**config.mk**
```make
export PLATFORM = sky130hd
export DESIGN_NAME = sadc_cfg
export DESIGN_NICKNAME = d
export VERILOG_FILES = /design/src/sv/sadc_pkg.sv /design/src/sv/sadc_cfg.sv
export SDC_FILE = /design/constraint.sdc
export NUM_CORES = 1
export LEC_CHECK = 0
export ABC_AREA = 1
export CORE_ASPECT_RATIO = 1.75
export CORE_UTILIZATION = 30
export CTS_CLUSTER_DIAMETER = 120
export DETAILED_ROUTE_END_ITERATION = 7
export DONT_BUFFER_PORTS = 1
export SLEW_MARGIN = 10
export SYNTH_ARGS = -nofsm -noshare
export SYNTH_HDL_FRONTEND = slang
export SYNTH_SLANG_ARGS = --single-unit
```
**constraint.sdc**
```tcl
create_clock -name i_clk -period 0.8 [get_ports i_clk]
set_input_delay 0.12 -clock i_clk [delete_from_list [all_inputs] [get_ports i_clk]]
set_output_delay 0.12 -clock i_clk [all_outputs]
set_load 0.005 [all_outputs]
```
**src/sv/sadc_pkg.sv**
```systemverilog
package sadc_pkg;

    localparam int SAMPLE_W   = 24;
    localparam int GAIN_W     = 16;
    localparam int DENS_W     = 7;
    localparam int LEN_W      = 11;
    localparam int LEN_REGS   = 4;
    localparam int STAGE_W    = 2;
    localparam int CNT_W      = 3;
    localparam int CFG_ADDR_W = 3;
    localparam int CFG_DATA_W = 16;
    localparam int PROD_W     = SAMPLE_W + GAIN_W;
    localparam int RND_W      = PROD_W - (GAIN_W - 1);
    localparam int SUM_W      = RND_W + 1;

    typedef enum logic [CFG_ADDR_W-1:0] {
        REG_GAIN    = 3'd0,
        REG_DENSITY = 3'd1,
        REG_LEN0    = 3'd2,
        REG_LEN1    = 3'd3,
        REG_LEN2    = 3'd4,
        REG_LEN3    = 3'd5
    } t_reg_idx;

    localparam logic signed [GAIN_W-1:0] GAIN_RST = 16'sd16384;
    localparam logic [DENS_W-1:0]        DENS_RST = 7'd0;
    localparam logic [LEN_REGS-1:0][LEN_W-1:0] LEN_RST =
        {11'd277, 11'd379, 11'd107, 11'd142};

    // density thresholds for one, two, three and four active stages
    localparam logic [DENS_W-1:0] DENS_T1 = 7'd20;
    localparam logic [DENS_W-1:0] DENS_T2 = 7'd40;
    localparam logic [DENS_W-1:0] DENS_T3 = 7'd55;
    localparam logic [DENS_W-1:0] DENS_T4 = 7'd75;

    localparam logic signed [PROD_W-1:0] RND_HALF = PROD_W'(1) << (GAIN_W - 2);

    typedef logic signed [SAMPLE_W-1:0] t_sample;

    typedef struct packed {
        logic signed [GAIN_W-1:0]        gain;
        logic [DENS_W-1:0]               density;
        logic [LEN_REGS-1:0][LEN_W-1:0]  len;
    } t_cfg;

    typedef struct packed {
        logic               load_in;
        logic               rd_en;
        logic [STAGE_W-1:0] rd_stage;
        logic               mul_d;
        logic               upd_v;
        logic               mul_v;
        logic               upd_y;
        logic               load_out;
    } t_dp_cmd;

    // Q1.15 x Q1.23 product down to Q2.23, round half up
    function automatic logic signed [RND_W-1:0] rnd_shift(input logic signed [PROD_W-1:0] p);
        logic signed [PROD_W-1:0] t;
        t = p + RND_HALF;
        return t[PROD_W-1:GAIN_W-1];
    endfunction

    function automatic t_sample sat_sample(input logic signed [SUM_W-1:0] s);
        if (s[SUM_W-1:SAMPLE_W-1] == '0 || s[SUM_W-1:SAMPLE_W-1] == '1) begin
            return s[SAMPLE_W-1:0];
        end else if (s[SUM_W-1]) begin
            return {1'b1, {(SAMPLE_W-1){1'b0}}};
        end else begin
            return {1'b0, {(SAMPLE_W-1){1'b1}}};
        end
    endfunction

endpackage

```
**src/sv/sadc_cfg.sv**
```systemverilog
module sadc_cfg (
    input  logic                             i_clk,
    input  logic                             i_rst_n,
    input  logic                             i_cfg_we,
    input  logic [sadc_pkg::CFG_ADDR_W-1:0]  i_cfg_addr,
    input  logic [sadc_pkg::CFG_DATA_W-1:0]  i_cfg_data,
    output sadc_pkg::t_cfg                   o_cfg
);

    sadc_pkg::t_cfg r_cfg;

    always_ff @(posedge i_clk) begin
        if (!i_rst_n) begin
            r_cfg.gain    <= sadc_pkg::GAIN_RST;
            r_cfg.density <= sadc_pkg::DENS_RST;
            r_cfg.len     <= sadc_pkg::LEN_RST;
        end else if (i_cfg_we) begin
            case (i_cfg_addr)
                sadc_pkg::REG_GAIN:    r_cfg.gain    <= i_cfg_data[sadc_pkg::GAIN_W-1:0];
                sadc_pkg::REG_DENSITY: r_cfg.density <= i_cfg_data[sadc_pkg::DENS_W-1:0];
                sadc_pkg::REG_LEN0:    r_cfg.len[0]  <= i_cfg_data[sadc_pkg::LEN_W-1:0];
                sadc_pkg::REG_LEN1:    r_cfg.len[1]  <= i_cfg_data[sadc_pkg::LEN_W-1:0];
                sadc_pkg::REG_LEN2:    r_cfg.len[2]  <= i_cfg_data[sadc_pkg::LEN_W-1:0];
                sadc_pkg::REG_LEN3:    r_cfg.len[3]  <= i_cfg_data[sadc_pkg::LEN_W-1:0];
                default: ;
            endcase
        end
    end

    assign o_cfg = r_cfg;

endmodule

```
==> impl_results.md <==
- Outcome: complete, but fails checks
- Violated checks: design-rule violations, negative hold slack, negative setup slack
- Setup CP Type: reg -> out
- Global Route Usage Sum: 17.40%
- DP HPWL: 5615 um
- Crit path DAT: 800 ps
- Slew @ Worst Pin: 420.9 ps
- Main combinational cell family by area after synthesis: simple AND/OR/NAND/NOR gates
- Flip-flop count of the largest register after layout: 67
- Worst skew pair latency: 330 ps
- Synth Area in Adders: 0%
- Number of synthesized flops with an enable pin: 0
- Port buffer count: 0
- Die Footprint: 9228 um2
- Pre-antenna DRT Iters: 6
- Via count: 2379
- Largest net degree at the start of global routing: 68
- Final setup fails: 15
- Fin. max-slew vios: 0
- Mapped Avg Cell Area: 7.048 um2
- Maximum vdd drop: 0.001425 V
- Type of origin of the critical path: register
- Compound-Gate Fraction of Synth Area: 0%
- Mux share of post-synthesis cell area: 0%
- Post-route ant nets: 0
- # diodes: 0
- CTS tree: done
- Mean routed wirelength per cell: 14.45 um
- M2 GR Usage: 30.34%
- Min Hold Slack: -114.2 ps
- RSZ-0062 raised after global routing: true
- Worst Path Buf+Inv: 1
- Simple-gate share of the synthesized area: 41.97%
- # IOs: 89
- Layout area overhead: 25.73%
- WP data required: 680 ps
- H-tree depth: 3
- Worst-path fanout max: 2
- Post-Synth XOR/XNOR Area: 0%
- Net count after synthesis: 398
- Vias per cell: 4.602
- Initial Util: 30.76%
- Top delay family on crit path: flip-flops
- Mapped Cells: 376
- Fin crit share: 115.4%
- Reg clk slew, reported paths: 60 ps
- Async SR Flop Fraction: 0%
- Initial antenna violation count: 0
- Register area share after synthesis: 50.61%
- Placed insts: 501
- Fin. Hold Viols: 67
- Core Area: 8615 um2
- Worst setup margin: -123.6 ps
- Total grt overflow: 0
- Crit. End Element: output port
- Minimum period implied by the final worst setup slack: 923.6 ps
- CP cell instances: buf_6
- Yosys reg bits: 67
- CTS buffer count: 9
- First-pass GRT wire length: 11540 um
- Post-route total power: 0.007800 W
- Synth area leader: dfxtp_1
- Max Fclk: 1083 MHz
- Final GP Congestion: 0.7909
- Crit-path slowest cell: dfxtp_4
- M3 GR Usage: 6.513%
- Ys flop type: dfxtp_1
- HP Class: in -> reg
- Drt drc: 1
- Placed inst area: 2917 um2
- Worst clock skew: 0 ps
- Met1 usage: 16.91%
- P_leak: 1.496 nW
- Yosys warning count: 0
- CTS sink cnt: 67
- Pwr per Cell Area: 2341 nW/um2
- MaxCap Viol Count: 0
- Crit path largest cell delay: 360 ps
- Clock Path Buffers: 2
- Die X: 73.05 um
- Top cell type's share of synthesized area: 50.61%
- Rows: 45
- Worst slew margin: 71.84%
- Synth cell count leaders: nand2_1 (99), nor2_1 (99), dfxtp_1 (67), nand3_1 (67), inv_1 (19)
- Dpl ws: -186.4 ps
- Starting DRT DRC Count: 64
- Synth unique cells: 12
- Vias in the first global route: 2291
- Busiest grt layer: met2
- Layout cells sized above 1: 29.00%
- Final Cell Area: 3332 um2
- Final nets: 418
- Synth top area cells: dfxtp_1 (51%), nand2_1 (14%), nor2_1 (14%)
- CTS root buf: clkbuf_16
- WL final: 7473 um
- Post-Layout Cell Count: 517
- Die height: 126.3 um
- Synthesized area: 2650 um2
==> cells by family (layout without fill, tap and decap cells) <==
kind of cell           count (synthesis)  after routing
buffers and inverters                 41             65
flip-flops                            67             67
AND/OR/NAND/NOR                      268            268
==> where the power goes <==
group          switching (W)  total, W  leakage (nW)  internal, W
Clock                0.00136   0.00368         0.141      0.00232
Combinational       0.000311  0.000542         0.797     0.000231
Sequential         0.0000967   0.00358         0.558      0.00348
Total                0.00177   0.00780          1.50      0.00603
==> through the flow <==
| stage | hold slack [ps] | utilization (%) | setup TNS, ps |
|---|---|---|---|
| after global placement | 212.9 | 33.86 | -5662 |
| after floorplan | 233.2 | - | -24.03 |
| final | -114.2 | 38.68 | -947.9 |
| after CTS | -135.2 | 38.65 | -1436 |
| after detailed placement | 217.3 | 33.86 | -5919 |
| after global routing | -129.5 | 38.68 | -1883 |
==> routing by layer <==
| metal | wire (um) | vias to the layer above | part of all wire (%) |
|---|---|---|---|
| met5 | 0 | - | 0 |
| met2 | 3959 | 82 | 53 |
| met4 | 260 | 0 | 3.5 |
| met3 | 576 | 15 | 7.7 |
| li1 | - | 1208 | - |
| met1 | 2677 | 1074 | 36 |
==> final cells by class <==
cell class	instances	area [um2]
timing repair buffer	29	284.0
tap	117	146.4
inverter	21	78.83
fill	932	5283
sequential	67	1428
multi-input combinational	268	1115
clock buffer	13	270.3
clock inverter	2	10.01
==> placed cells by master, fill, tap and decap left out, types with 2 or more instances in the layout <==
| cell | instances |
|---|---|
| nand3_1 | 67 |
| clkbuf_8 | 3 |
| dfxtp_2 | 66 |
| buf_12 | 2 |
| buf_4 | 16 |
| clkbuf_16 | 9 |
| nor2_1 | 98 |
| nor2_4 | 3 |
| nand2_1 | 99 |
| clkinv_2 | 2 |
| inv_2 | 2 |
| inv_1 | 19 |
| buf_6 | 11 |
==> worst paths after layout <==
check             depth (start not counted)       from  slack, ps         to
setup reg to reg                          3  o_cfg[38]        110  o_cfg[38]
hold / removal                            1    i_rst_n       -110  o_cfg[65]
setup / recovery                          1  o_cfg[31]       -120  o_cfg[31]
hold reg to reg                           2  o_cfg[11]        470  o_cfg[11]
==> what timing repair did <==
item,CTS,global route
endpoints found under the setup margin,67,66
gates resized for setup,78,1
hold endpoints to repair,67,67
buffers inserted,1,0
Power figures use the tool's default switching activity.
