**config.mk**
```make
export PLATFORM = sky130hd
export DESIGN_NAME = sadc_ctrl
export DESIGN_NICKNAME = d
export VERILOG_FILES = /design/src/sv/sadc_pkg.sv /design/src/sv/sadc_ctrl.sv
export SDC_FILE = /design/constraint.sdc
export NUM_CORES = 1
export LEC_CHECK = 0
export BUFFER_PORTS_ARGS = -buffer_cell sky130_fd_sc_hd__buf_4
export CAP_MARGIN = 0
export CORE_UTILIZATION = 45
export DETAILED_ROUTE_END_ITERATION = 6
export PLACE_DENSITY = 0.81
export SETUP_SLACK_MARGIN = 0.4
export SYNTH_ARGS = -nofsm -noshare
export SYNTH_HDL_FRONTEND = slang
export SYNTH_SLANG_ARGS = --single-unit
```
**constraint.sdc**
```tcl
create_clock -name i_clk -period 1.8 [get_ports i_clk]
set_input_delay 0.36 -clock i_clk [delete_from_list [all_inputs] [get_ports i_clk]]
set_output_delay 0.36 -clock i_clk [all_outputs]
set_load 0.05 [all_outputs]
```
**src/sv/sadc_pkg.sv**
```systemverilog
package sadc_pkg;

    localparam int SAMPLE_W   = 24;
    localparam int GAIN_W     = 16;
    localparam int DENS_W     = 7;
    localparam int LEN_W      = 11;
    localparam int LEN_REGS   = 4;
    localparam int STAGE_W    = 2;
    localparam int CNT_W      = 3;
    localparam int CFG_ADDR_W = 3;
    localparam int CFG_DATA_W = 16;
    localparam int PROD_W     = SAMPLE_W + GAIN_W;
    localparam int RND_W      = PROD_W - (GAIN_W - 1);
    localparam int SUM_W      = RND_W + 1;

    typedef enum logic [CFG_ADDR_W-1:0] {
        REG_GAIN    = 3'd0,
        REG_DENSITY = 3'd1,
        REG_LEN0    = 3'd2,
        REG_LEN1    = 3'd3,
        REG_LEN2    = 3'd4,
        REG_LEN3    = 3'd5
    } t_reg_idx;

    localparam logic signed [GAIN_W-1:0] GAIN_RST = 16'sd16384;
    localparam logic [DENS_W-1:0]        DENS_RST = 7'd0;
    localparam logic [LEN_REGS-1:0][LEN_W-1:0] LEN_RST =
        {11'd277, 11'd379, 11'd107, 11'd142};

    // density thresholds for one, two, three and four active stages
    localparam logic [DENS_W-1:0] DENS_T1 = 7'd20;
    localparam logic [DENS_W-1:0] DENS_T2 = 7'd40;
    localparam logic [DENS_W-1:0] DENS_T3 = 7'd55;
    localparam logic [DENS_W-1:0] DENS_T4 = 7'd75;

    localparam logic signed [PROD_W-1:0] RND_HALF = PROD_W'(1) << (GAIN_W - 2);

    typedef logic signed [SAMPLE_W-1:0] t_sample;

    typedef struct packed {
        logic signed [GAIN_W-1:0]        gain;
        logic [DENS_W-1:0]               density;
        logic [LEN_REGS-1:0][LEN_W-1:0]  len;
    } t_cfg;

    typedef struct packed {
        logic               load_in;
        logic               rd_en;
        logic [STAGE_W-1:0] rd_stage;
        logic               mul_d;
        logic               upd_v;
        logic               mul_v;
        logic               upd_y;
        logic               load_out;
    } t_dp_cmd;

    // Q1.15 x Q1.23 product down to Q2.23, round half up
    function automatic logic signed [RND_W-1:0] rnd_shift(input logic signed [PROD_W-1:0] p);
        logic signed [PROD_W-1:0] t;
        t = p + RND_HALF;
        return t[PROD_W-1:GAIN_W-1];
    endfunction

    function automatic t_sample sat_sample(input logic signed [SUM_W-1:0] s);
        if (s[SUM_W-1:SAMPLE_W-1] == '0 || s[SUM_W-1:SAMPLE_W-1] == '1) begin
            return s[SAMPLE_W-1:0];
        end else if (s[SUM_W-1]) begin
            return {1'b1, {(SAMPLE_W-1){1'b0}}};
        end else begin
            return {1'b0, {(SAMPLE_W-1){1'b1}}};
        end
    endfunction

endpackage

```
**src/sv/sadc_ctrl.sv**
```systemverilog
module sadc_ctrl #(
    parameter int NUM_STAGES = 4
) (
    input  logic                          i_clk,
    input  logic                          i_rst_n,
    input  logic [sadc_pkg::DENS_W-1:0]   i_density,
    input  logic                          i_in_valid,
    output logic                          o_in_ready,
    output logic                          o_out_valid,
    input  logic                          i_out_ready,
    output sadc_pkg::t_dp_cmd             o_cmd
);

    localparam int USED = (NUM_STAGES < sadc_pkg::LEN_REGS) ? NUM_STAGES : sadc_pkg::LEN_REGS;

    typedef enum logic [2:0] {
        S_IDLE,
        S_READ,
        S_MULD,
        S_UPDV,
        S_MULV,
        S_UPDY,
        S_DONE
    } t_state;

    t_state                          r_state;
    logic [sadc_pkg::STAGE_W-1:0]    r_stage;
    logic [sadc_pkg::STAGE_W-1:0]    r_last;
    logic                            r_out_valid;
    logic [sadc_pkg::CNT_W-1:0]      w_cnt;
    logic [sadc_pkg::CNT_W-1:0]      w_raw;

    always_comb begin
        if (i_density < sadc_pkg::DENS_T1)      w_raw = 3'd0;
        else if (i_density < sadc_pkg::DENS_T2) w_raw = 3'd1;
        else if (i_density < sadc_pkg::DENS_T3) w_raw = 3'd2;
        else if (i_density < sadc_pkg::DENS_T4) w_raw = 3'd3;
        else                                    w_raw = 3'd4;
        w_cnt = (w_raw > sadc_pkg::CNT_W'(USED)) ? sadc_pkg::CNT_W'(USED) : w_raw;
    end

    always_comb begin
        o_cmd = '0;
        case (r_state)
            S_IDLE: o_cmd.load_in = i_in_valid;
            S_READ: begin
                o_cmd.rd_en    = 1'b1;
                o_cmd.rd_stage = r_stage;
            end
            S_MULD: o_cmd.mul_d = 1'b1;
            S_UPDV: o_cmd.upd_v = 1'b1;
            S_MULV: o_cmd.mul_v = 1'b1;
            S_UPDY: begin
                o_cmd.upd_y = 1'b1;
                // next stage's read overlaps this stage's final add
                if (r_stage != r_last) begin
                    o_cmd.rd_en    = 1'b1;
                    o_cmd.rd_stage = r_stage + 1'b1;
                end
            end
            S_DONE: o_cmd.load_out = !r_out_valid || i_out_ready;
            default: ;
        endcase
    end

    always_ff @(posedge i_clk) begin
        if (!i_rst_n) begin
            r_state     <= S_IDLE;
            r_stage     <= '0;
            r_last      <= '0;
            r_out_valid <= 1'b0;
        end else begin
            if (o_cmd.load_out) begin
                r_out_valid <= 1'b1;
            end else if (i_out_ready) begin
                r_out_valid <= 1'b0;
            end
            case (r_state)
                S_IDLE: begin
                    if (i_in_valid) begin
                        r_stage <= '0;
                        r_last  <= sadc_pkg::STAGE_W'(w_cnt - 3'd1);
                        r_state <= (w_cnt == '0) ? S_DONE : S_READ;
                    end
                end
                S_READ: r_state <= S_MULD;
                S_MULD: r_state <= S_UPDV;
                S_UPDV: r_state <= S_MULV;
                S_MULV: r_state <= S_UPDY;
                S_UPDY: begin
                    if (r_stage == r_last) begin
                        r_state <= S_DONE;
                    end else begin
                        r_stage <= r_stage + 1'b1;
                        r_state <= S_MULD;
                    end
                end
                S_DONE: begin
                    if (o_cmd.load_out) begin
                        r_state <= S_IDLE;
                    end
                end
                default: r_state <= S_IDLE;
            endcase
        end
    end

    assign o_in_ready  = (r_state == S_IDLE);
    assign o_out_valid = r_out_valid;

endmodule

```
==> impl_metrics.toml, run 1 <==
[timing]
crit_endpoint = "o_cmd[6]"
endpoint_type = "top-level output"

[yosys]
synth_fp_nets = 95
synth.distinct_cells = 34
ys_seq_area_share_pct = 25.4
synthesis.area_per_instance_um2 = 7.58
ys_ff_latch = 8
synth_cells = 83
ys_warn_count = 0
syn_area_um2 = 629

[placed_design]
place_congestion = 0.844
placedInstanceArea_um2 = 853
dp_hpwl_um = 1150
io_buffers = 21

[clock_tree]
htree_levels = 1
root_buffer = "clkbuf_4"
cts_buffer_depth = 2
cts.sinks = 8
cts_hold_buf = 0
numCtsBuffers = 3

[floorplan]
dieHeight_um = 39.4
io_pins = 22
initial_core_util_pct = 48.4
rows = 13
die_w_um = 39.4

[run_status]
error_line = "[ERROR DPL-0038] Utilization greater than 100%, impossible to legalize"
lastStage = "global routing (5_1_grt)"
outcome = "aborted with a tool error"

[global_routing]
grt_max_degree = 9
## stage by stage
| stage | util [%] | std cells | TNS (ns) | worst slack [ns] | hold slack, ns |
|---|---|---|---|---|---|
| CTS | 90.9 | 138 | 0 | 0.159 | 0.357 |
| detailed placement | 65.6 | 116 | -0.0217 | -0.0217 | 0.489 |
| global placement | 65.6 | 116 | 0 | 0.102 | 0.485 |
| floorplan | - | 83 | 0 | 0.0405 | 0.468 |
## synthesized netlist by cell type
cell type	number	area share, %
o32ai_1	1	1.4
nand2_1	13	7.8
inv_1	4	2.4
a21oi_1	5	4.0
a31oi_1	6	6.0
nor2_1	8	4.8
and2_0	1	0.99
xnor2_1	1	1.4
o2111ai_1	1	1.4
nand4b_1	1	1.4
o31a_1	1	1.4
buf_2	1	0.79
and4b_1	1	1.6
and3b_2	1	1.6
xnor2_2	1	2.6
nor3b_1	2	2.4
a2bb2oi_1	1	1.4
dfxtp_1	8	25
o211ai_1	1	1.2
and2b_1	1	1.2
nand3b_1	2	2.4
nor4b_4	1	3.8
nor2_2	1	0.99
o21ai_0	3	2.4
buf_6	2	3.6
nor3_1	2	1.6
ha_1	1	2.0
a21bo_2	1	1.6
nand3_1	1	0.79
or2b_1	1	1.2
a211oi_1	3	3.6
clkbuf_1	3	1.8
nand2b_1	2	2.0
a2111oi_0	1	1.4
## cell families after synthesis
| kind of cell | Yosys count | synth area share [%] |
|---|---|---|
| buffers and inverters | 10 | 8.55 |
| xor gates and xnor gates | 2 | 3.98 |
| AOI/OAI and AO/OA | 24 | 25.6 |
| DFF | 8 | 25.4 |
| and+or+nand+nor | 38 | 34.4 |
| adders and majority gates | 1 | 1.99 |
## repair_timing
action | in CTS
setup buffers | 19
endpoints found under the setup margin | 16
resized for setup | 45
pin swaps | 15
==> inputs of run 2 (changes only) <==
- CORE_AREA: default -> 2 2 63 65
- CORE_UTILIZATION: 45 -> default
- DIE_AREA: default -> 0 0 65 67
- PLACE_DENSITY: 0.81 -> default
- PLACE_DENSITY_LB_ADDON: default -> 0.15
- SETUP_SLACK_MARGIN: 0.4 -> default
==> run 2 against run 1 <==
  * Synthesized area unchanged
  * Synthesized cell count stayed put
  * The flow now finishes without violations
==> impl_metrics.toml, run 2 <==
[run_status]
outcome = "completed"

[floorplan]
initial_core_util_pct = 17.5
die-area_um2 = 4360
io_pins = 22
die_w_um = 65
rows = 22
dieHeight_um = 67
core_area_um2 = 3610

[clock_tree]
path_clk_slew_ns = 0.04
cts_buffer_depth = 2
cts_hold_buf = 0
clk_latency_ns = 0.23
cts.sinks = 8
cts_tree = "done"
root_buffer = "clkbuf_8"
numCtsBuffers = 3
htree_levels = 1

[timing]
finalCritPeriodShare_pct = 95.1
whs_ns = 0.392
postLayoutSetupSlackWorst_ns = 0.0883
setup_violations = 0
relSlewSlack_pct = 79.9
finalClockSkew_ns = 0.00472
fmax_ghz = 0.584
worst_pin_slew_ns = 0.301
fin_crit_ns = 1.71
finalHoldViolations = 0
finalMaxSlewViolations = 0

[yosys]
syn_area_um2 = 629
yosys-top-cells-area = "dfxtp_1, nand2_1, a31oi_1, nor2_1, a21oi_1"
synth_cells = 83
synth.top_cell.area_share_pct = 25.4
ys_warn_count = 0
ys_ff_latch = 8
async_flop_share_pct = 0
yosys.cell_count.top_type = "nand2_1"
synthesis.area_per_instance_um2 = 7.58
synth.distinct_cells = 34
synthTopCellsByCount = "nand2_1, dfxtp_1, nor2_1, a31oi_1, a21oi_1"
ys_seq_area_share_pct = 25.4
synth_fp_nets = 95
synthFlopType = "dfxtp_1"
yosys.area.top_type = "dfxtp_1"
synth-edff-count = 0

[setup_path]
reg2reg_from = "r_state[2]$_SDFFE_PN0P_"
arrival_ns = 1.35
reg2regPathDepth = 5
r2r_slack_ns = 0.32
crit_required_ns = 1.44
startpoint_type = "flip-flop"
r2r_end = "r_state[1]$_SDFFE_PN0P_"
worstSetupEndpointType = "primary output"
crit_type = "reg -> out"
cp_max_fo = 5

[cells_and_area]
final_util_pct = 27.0
largest_register = "r_state"
area_growth_pct = 54.5
stdcell_area_um2 = 972
layout_common_cells = "buf_4, nand2_1, nor2_1"
drive_gt1_share_pct = 44.2
antenna_cells = 0
reg_top3 = "r_state: 3 flops, r_last: 2 flops, r_stage: 2 flops"
largest_reg_flops = 3
nNetsFinal = 127
layout_commonest_cell = "buf_4"

[flow_run]
drv_cap = 0

[placed_design]
dpl_worst_slack_ns = -0.137
place_congestion = 0.747
io_buffers = 21
placedInstanceArea_um2 = 903
dp_hpwl_um = 1300

[detailed_routing]
drtIter0Drc = 13
drtAntennaViolNets = 0
drc = 0
dr.pass1.iters = 2
wl_per_cell_um = 10.4
via_count = 695
wirelength_um = 1670
drt-vias-per-instance = 4.32

[power_and_ir_drop]
power_density_nw_per_um2 = 1060
fin_total_pwr_w = 0.00104
p_leak_nw = 0.400
ir_drop_uv = 304

[hold_path]
hp-start = "i_rst_n"
min_to = "r_stage[1]$_SDFFE_PN0P_"
hold_depth = 2
min_path_type = "in -> reg"

[global_routing]
track_usage_pct = 8.38
grt_pass1_vias = 665
grt-ovfl-total = 0
grt_max_degree = 14
grt_first_pass_wirelength_um = 2840
antenna_found_initial = 0
[run 2: cell counts after synthesis]
No cell type changed its count.
[run 2: through the flow]
| stage | cells | TNS (ns) |
|---|---|---|
| after floorplan | 83 | -0.0817 |
| after global placement | 156 | -0.0649 |
| after detailed placement | 156 | -0.137 |
| after CTS | 160 | 0 |
| after global routing | 161 | -0.00566 |
| final | 161 | 0 |
[run 2: logic make-up after synthesis]
family,count (synthesis),synth area share [%]
flip-flops,8,25.4
adder cells (fa/ha/maj),1,1.99
AND/OR/NAND/NOR,38,34.4
XOR/XNOR,2,3.98
AO/OA/AOI/OAI,24,25.6
buffers and inverters,10,8.55
[run 2: how the worst max path moves through the flow]
stage / startpoint / to / slack (ns) / depth (start not counted)
6_report: r_last[0]$_SDFFE_PN0P_ / o_cmd[6] / 0.09 / 5
5_1_grt: r_last[0]$_SDFFE_PN0P_ / o_cmd[6] / -0.006 / 5
4_1_cts: r_stage[0]$_SDFFE_PN0P_ / o_cmd[6] / 0.02 / 5
3_5_place_dp: i_density[1] / r_state[0]$_SDFFE_PN0P_ / -0.14 / 9
3_3_place_gp: i_density[1] / r_state[0]$_SDFFE_PN0P_ / -0.06 / 9
2_1_floorplan: r_state[1]$_SDFFE_PN0P_ / o_cmd[6] / -0.05 / 3
[run 2: timing repair]
action / in CTS / in global routing
pin swaps: 1 / 1
endpoints found under the setup margin: 4 / 4
buffers inserted: 1 / 1
gates resized for setup: 1 / 5
[run 2: worst max-delay path: stages (launching register included)]
cell and delay, ns:
dfxtp_1 0.32, xnor2_2 0.26, nand2_2 0.13, a2bb2oi_1 0.16, nor2_1 0.05, buf_4 0.19
[run 2: layer usage]
layer,wire (um),track usage [%],vias to the layer above,part of all wire [%]
met2,791,14.0,15,47
li1,-,-,362,-
met1,801,10.2,316,48
met5,0,0,-,0
met3,57,1.18,2,3.4
met4,22,4.79,0,1.3
[run 2: final cells by class]
type | count | area [um^2]
multi-input cells | 65 | 444
fillers | 394 | 2630
well taps | 48 | 60.1
flip-flops and latches | 8 | 164
repair buffers | 33 | 248
clock buffers | 3 | 41.3
inverters | 4 | 15.0
[run 2: power by group]
group	leakage, nW	switching (W)	internal (W)
Combinational	0.311	0.000326	0.000226
Sequential	0.0667	0.0000550	0.000211
Clock	0.0216	0.0000722	0.000145
Total	0.400	0.000453	0.000583
No activity file was read; power rests on OpenSTA's default activity.
==> inputs of run 3 (changes only) <==
- clock period: 1.8 -> 1.47 ns (I/O delays scaled with it)
==> run 3 against run 2 <==
  * The run now ends with negative setup slack left
  * Non-clock buffer count grew 11
  * Worst setup slack worse by 0.18 ns
  * Cell count is 6.8% higher
  * Critical path type unchanged
  * Sequential share of layout area shrank 2.5 points
  * Clock-buffer cell count stayed put
  * Sequential power grew 23%
  * Combinational power increased by 68%
  * Register-to-register slack worse by 0.24 ns
  * Hold slack lost 0.065 ns
  * First-iteration DRC count down 7.7%
  * Clock skew down 0.0013 ns
  * Power increased by 48%
==> impl_metrics.toml, run 3 (synthesis gave the netlist of run 2 again) <==
[hold_path]
hold_depth = 2
min_path_type = "in -> reg"

[timing]
setup_violations = 3
worst_pin_slew_ns = 0.307
postLayoutSetupSlackWorst_ns = -0.0949
relSlewSlack_pct = 79.0
finalCritPeriodShare_pct = 106
finalHoldViolations = 0
fmax_ghz = 0.639
finalClockSkew_ns = 0.00346
fin_crit_ns = 1.56
grt_setup_unrepaired = "yes"
finalMaxSlewViolations = 0

[clock_tree]
cts_buffer_depth = 2
root_buffer = "clkbuf_8"
numCtsBuffers = 3
cts_hold_buf = 0
path_clk_slew_ns = 0.04
htree_levels = 1
cts.sinks = 8
clk_latency_ns = 0.23
cts_tree = "done"

[setup_path]
slowest_stage = "dfxtp_2"
crit_required_ns = 1.18
arrival_ns = 1.27
crit_type = "reg -> out"
worstSetupEndpointType = "primary output"
startpoint_type = "flip-flop"
cp_max_fo = 5
slowest_delay_ns = 0.34
reg2regPathDepth = 6
worstPathCellList = "buf_4 -> nand3b_1 -> o21ai_1 -> a2bb2oi_2 -> nor2_4 -> buf_6"

[detailed_routing]
via_count = 750
dr.pass1.iters = 4
drt-vias-per-instance = 4.36
drtIter0Drc = 12
wl_per_cell_um = 11.3
drc = 0
drtAntennaViolNets = 0
wirelength_um = 1940

[power_and_ir_drop]
power_density_nw_per_um2 = 1260
ir_drop_uv = 348
p_leak_nw = 0.480
fin_total_pwr_w = 0.00153

[floorplan]
rows = 22
dieHeight_um = 67
die-area_um2 = 4360
die_w_um = 65
core_area_um2 = 3610
io_pins = 22
initial_core_util_pct = 17.5

[cells_and_area]
largest_register = "r_state"
final_cells = 172
nNetsFinal = 138
antenna_cells = 0
drive_gt1_share_pct = 62.9
stdcell_area_um2 = 1210
final_util_pct = 33.7
largest_reg_flops = 3
layout_common_cells = "buf_4, nand2_1, buf_6"
reg_top3 = "r_state: 3 flops, r_last: 2 flops, r_stage: 2 flops"
layout_commonest_cell = "buf_4"
area_growth_pct = 92.8

[placed_design]
io_buffers = 21
dp_hpwl_um = 1430
dp_cells = 163
placedInstanceArea_um2 = 987
place_congestion = 0.751
dpl_worst_slack_ns = -0.251

[global_routing]
antenna_found_initial = 0
grt_first_pass_wirelength_um = 3220
track_usage_pct = 9.76
grt_max_degree = 9
grt_pass1_vias = 713
grt-ovfl-total = 0

[run_status]
violations = "negative setup slack"
outcome = "finished with violations"

[flow_run]
drv_cap = 0
-- run 3: cell count changes in the layout (fill, tap and decap cells not counted), sizes merged --
cell  change
buf      +11
-- run 3: cell type report --
type | instances | area [um^2]
tap | 48 | 60.1
timing repair buffer | 44 | 375
inverter | 4 | 15.0
sequential | 8 | 174
multi-input combinational | 65 | 548
clock buffer | 3 | 41.3
fill | 382 | 2390
-- run 3: per-layer routing --
metal / global-route usage [%] / up-vias / part of all wire, %
li1: - / 385 / -
met1: 12.2 / 346 / 46
met2: 14.9 / 17 / 48
met3: 2.70 / 2 / 4.7
met4: 5.59 / 0 / 1.4
met5: 0 / - / 0
-- run 3: path summary, 6_finish.rpt --
path,startpoint,to,slack [ns]
setup / recovery,r_stage[1]$_SDFFE_PN0P_,o_cmd[6],-0.09
hold / removal,i_rst_n,r_stage[1]$_SDFFE_PN0P_,0.33
setup reg to reg,r_state[0]$_SDFFE_PN0P_,r_stage[1]$_SDFFE_PN0P_,0.08
hold reg to reg,r_last[1]$_SDFFE_PN0P_,r_last[1]$_SDFFE_PN0P_,0.51
-- run 3: stage by stage --
step                hold WS [ns]  setup TNS [ns]
floorplan                  0.422           -2.34
global placement           0.491          -0.494
detailed placement         0.510          -0.550
CTS                        0.321          -0.301
global route               0.343          -0.441
finish                     0.327          -0.250
-- run 3: where the power goes --
group          switching, W  internal (W)  leakage, nW
Sequential        0.0000604      0.000268       0.0683
Combinational      0.000500      0.000429        0.390
Clock             0.0000939      0.000178       0.0216
Total              0.000655      0.000875        0.480
-- run 3: what timing repair did --
item                                    in CTS  in global routing
pin swaps                                    2                  5
buffers inserted                             4                  2
endpoints found under the setup margin      11                 11
resized for setup                           21                 18
-- run 3: worst max-delay path, delay by kind of cell (launching register included) --
family                 cells  cell delay (ns)
and+or+nand+nor            2             0.23
DFF                        1             0.34
buffers and inverters      2             0.29
AOI/OAI and AO/OA          2             0.18
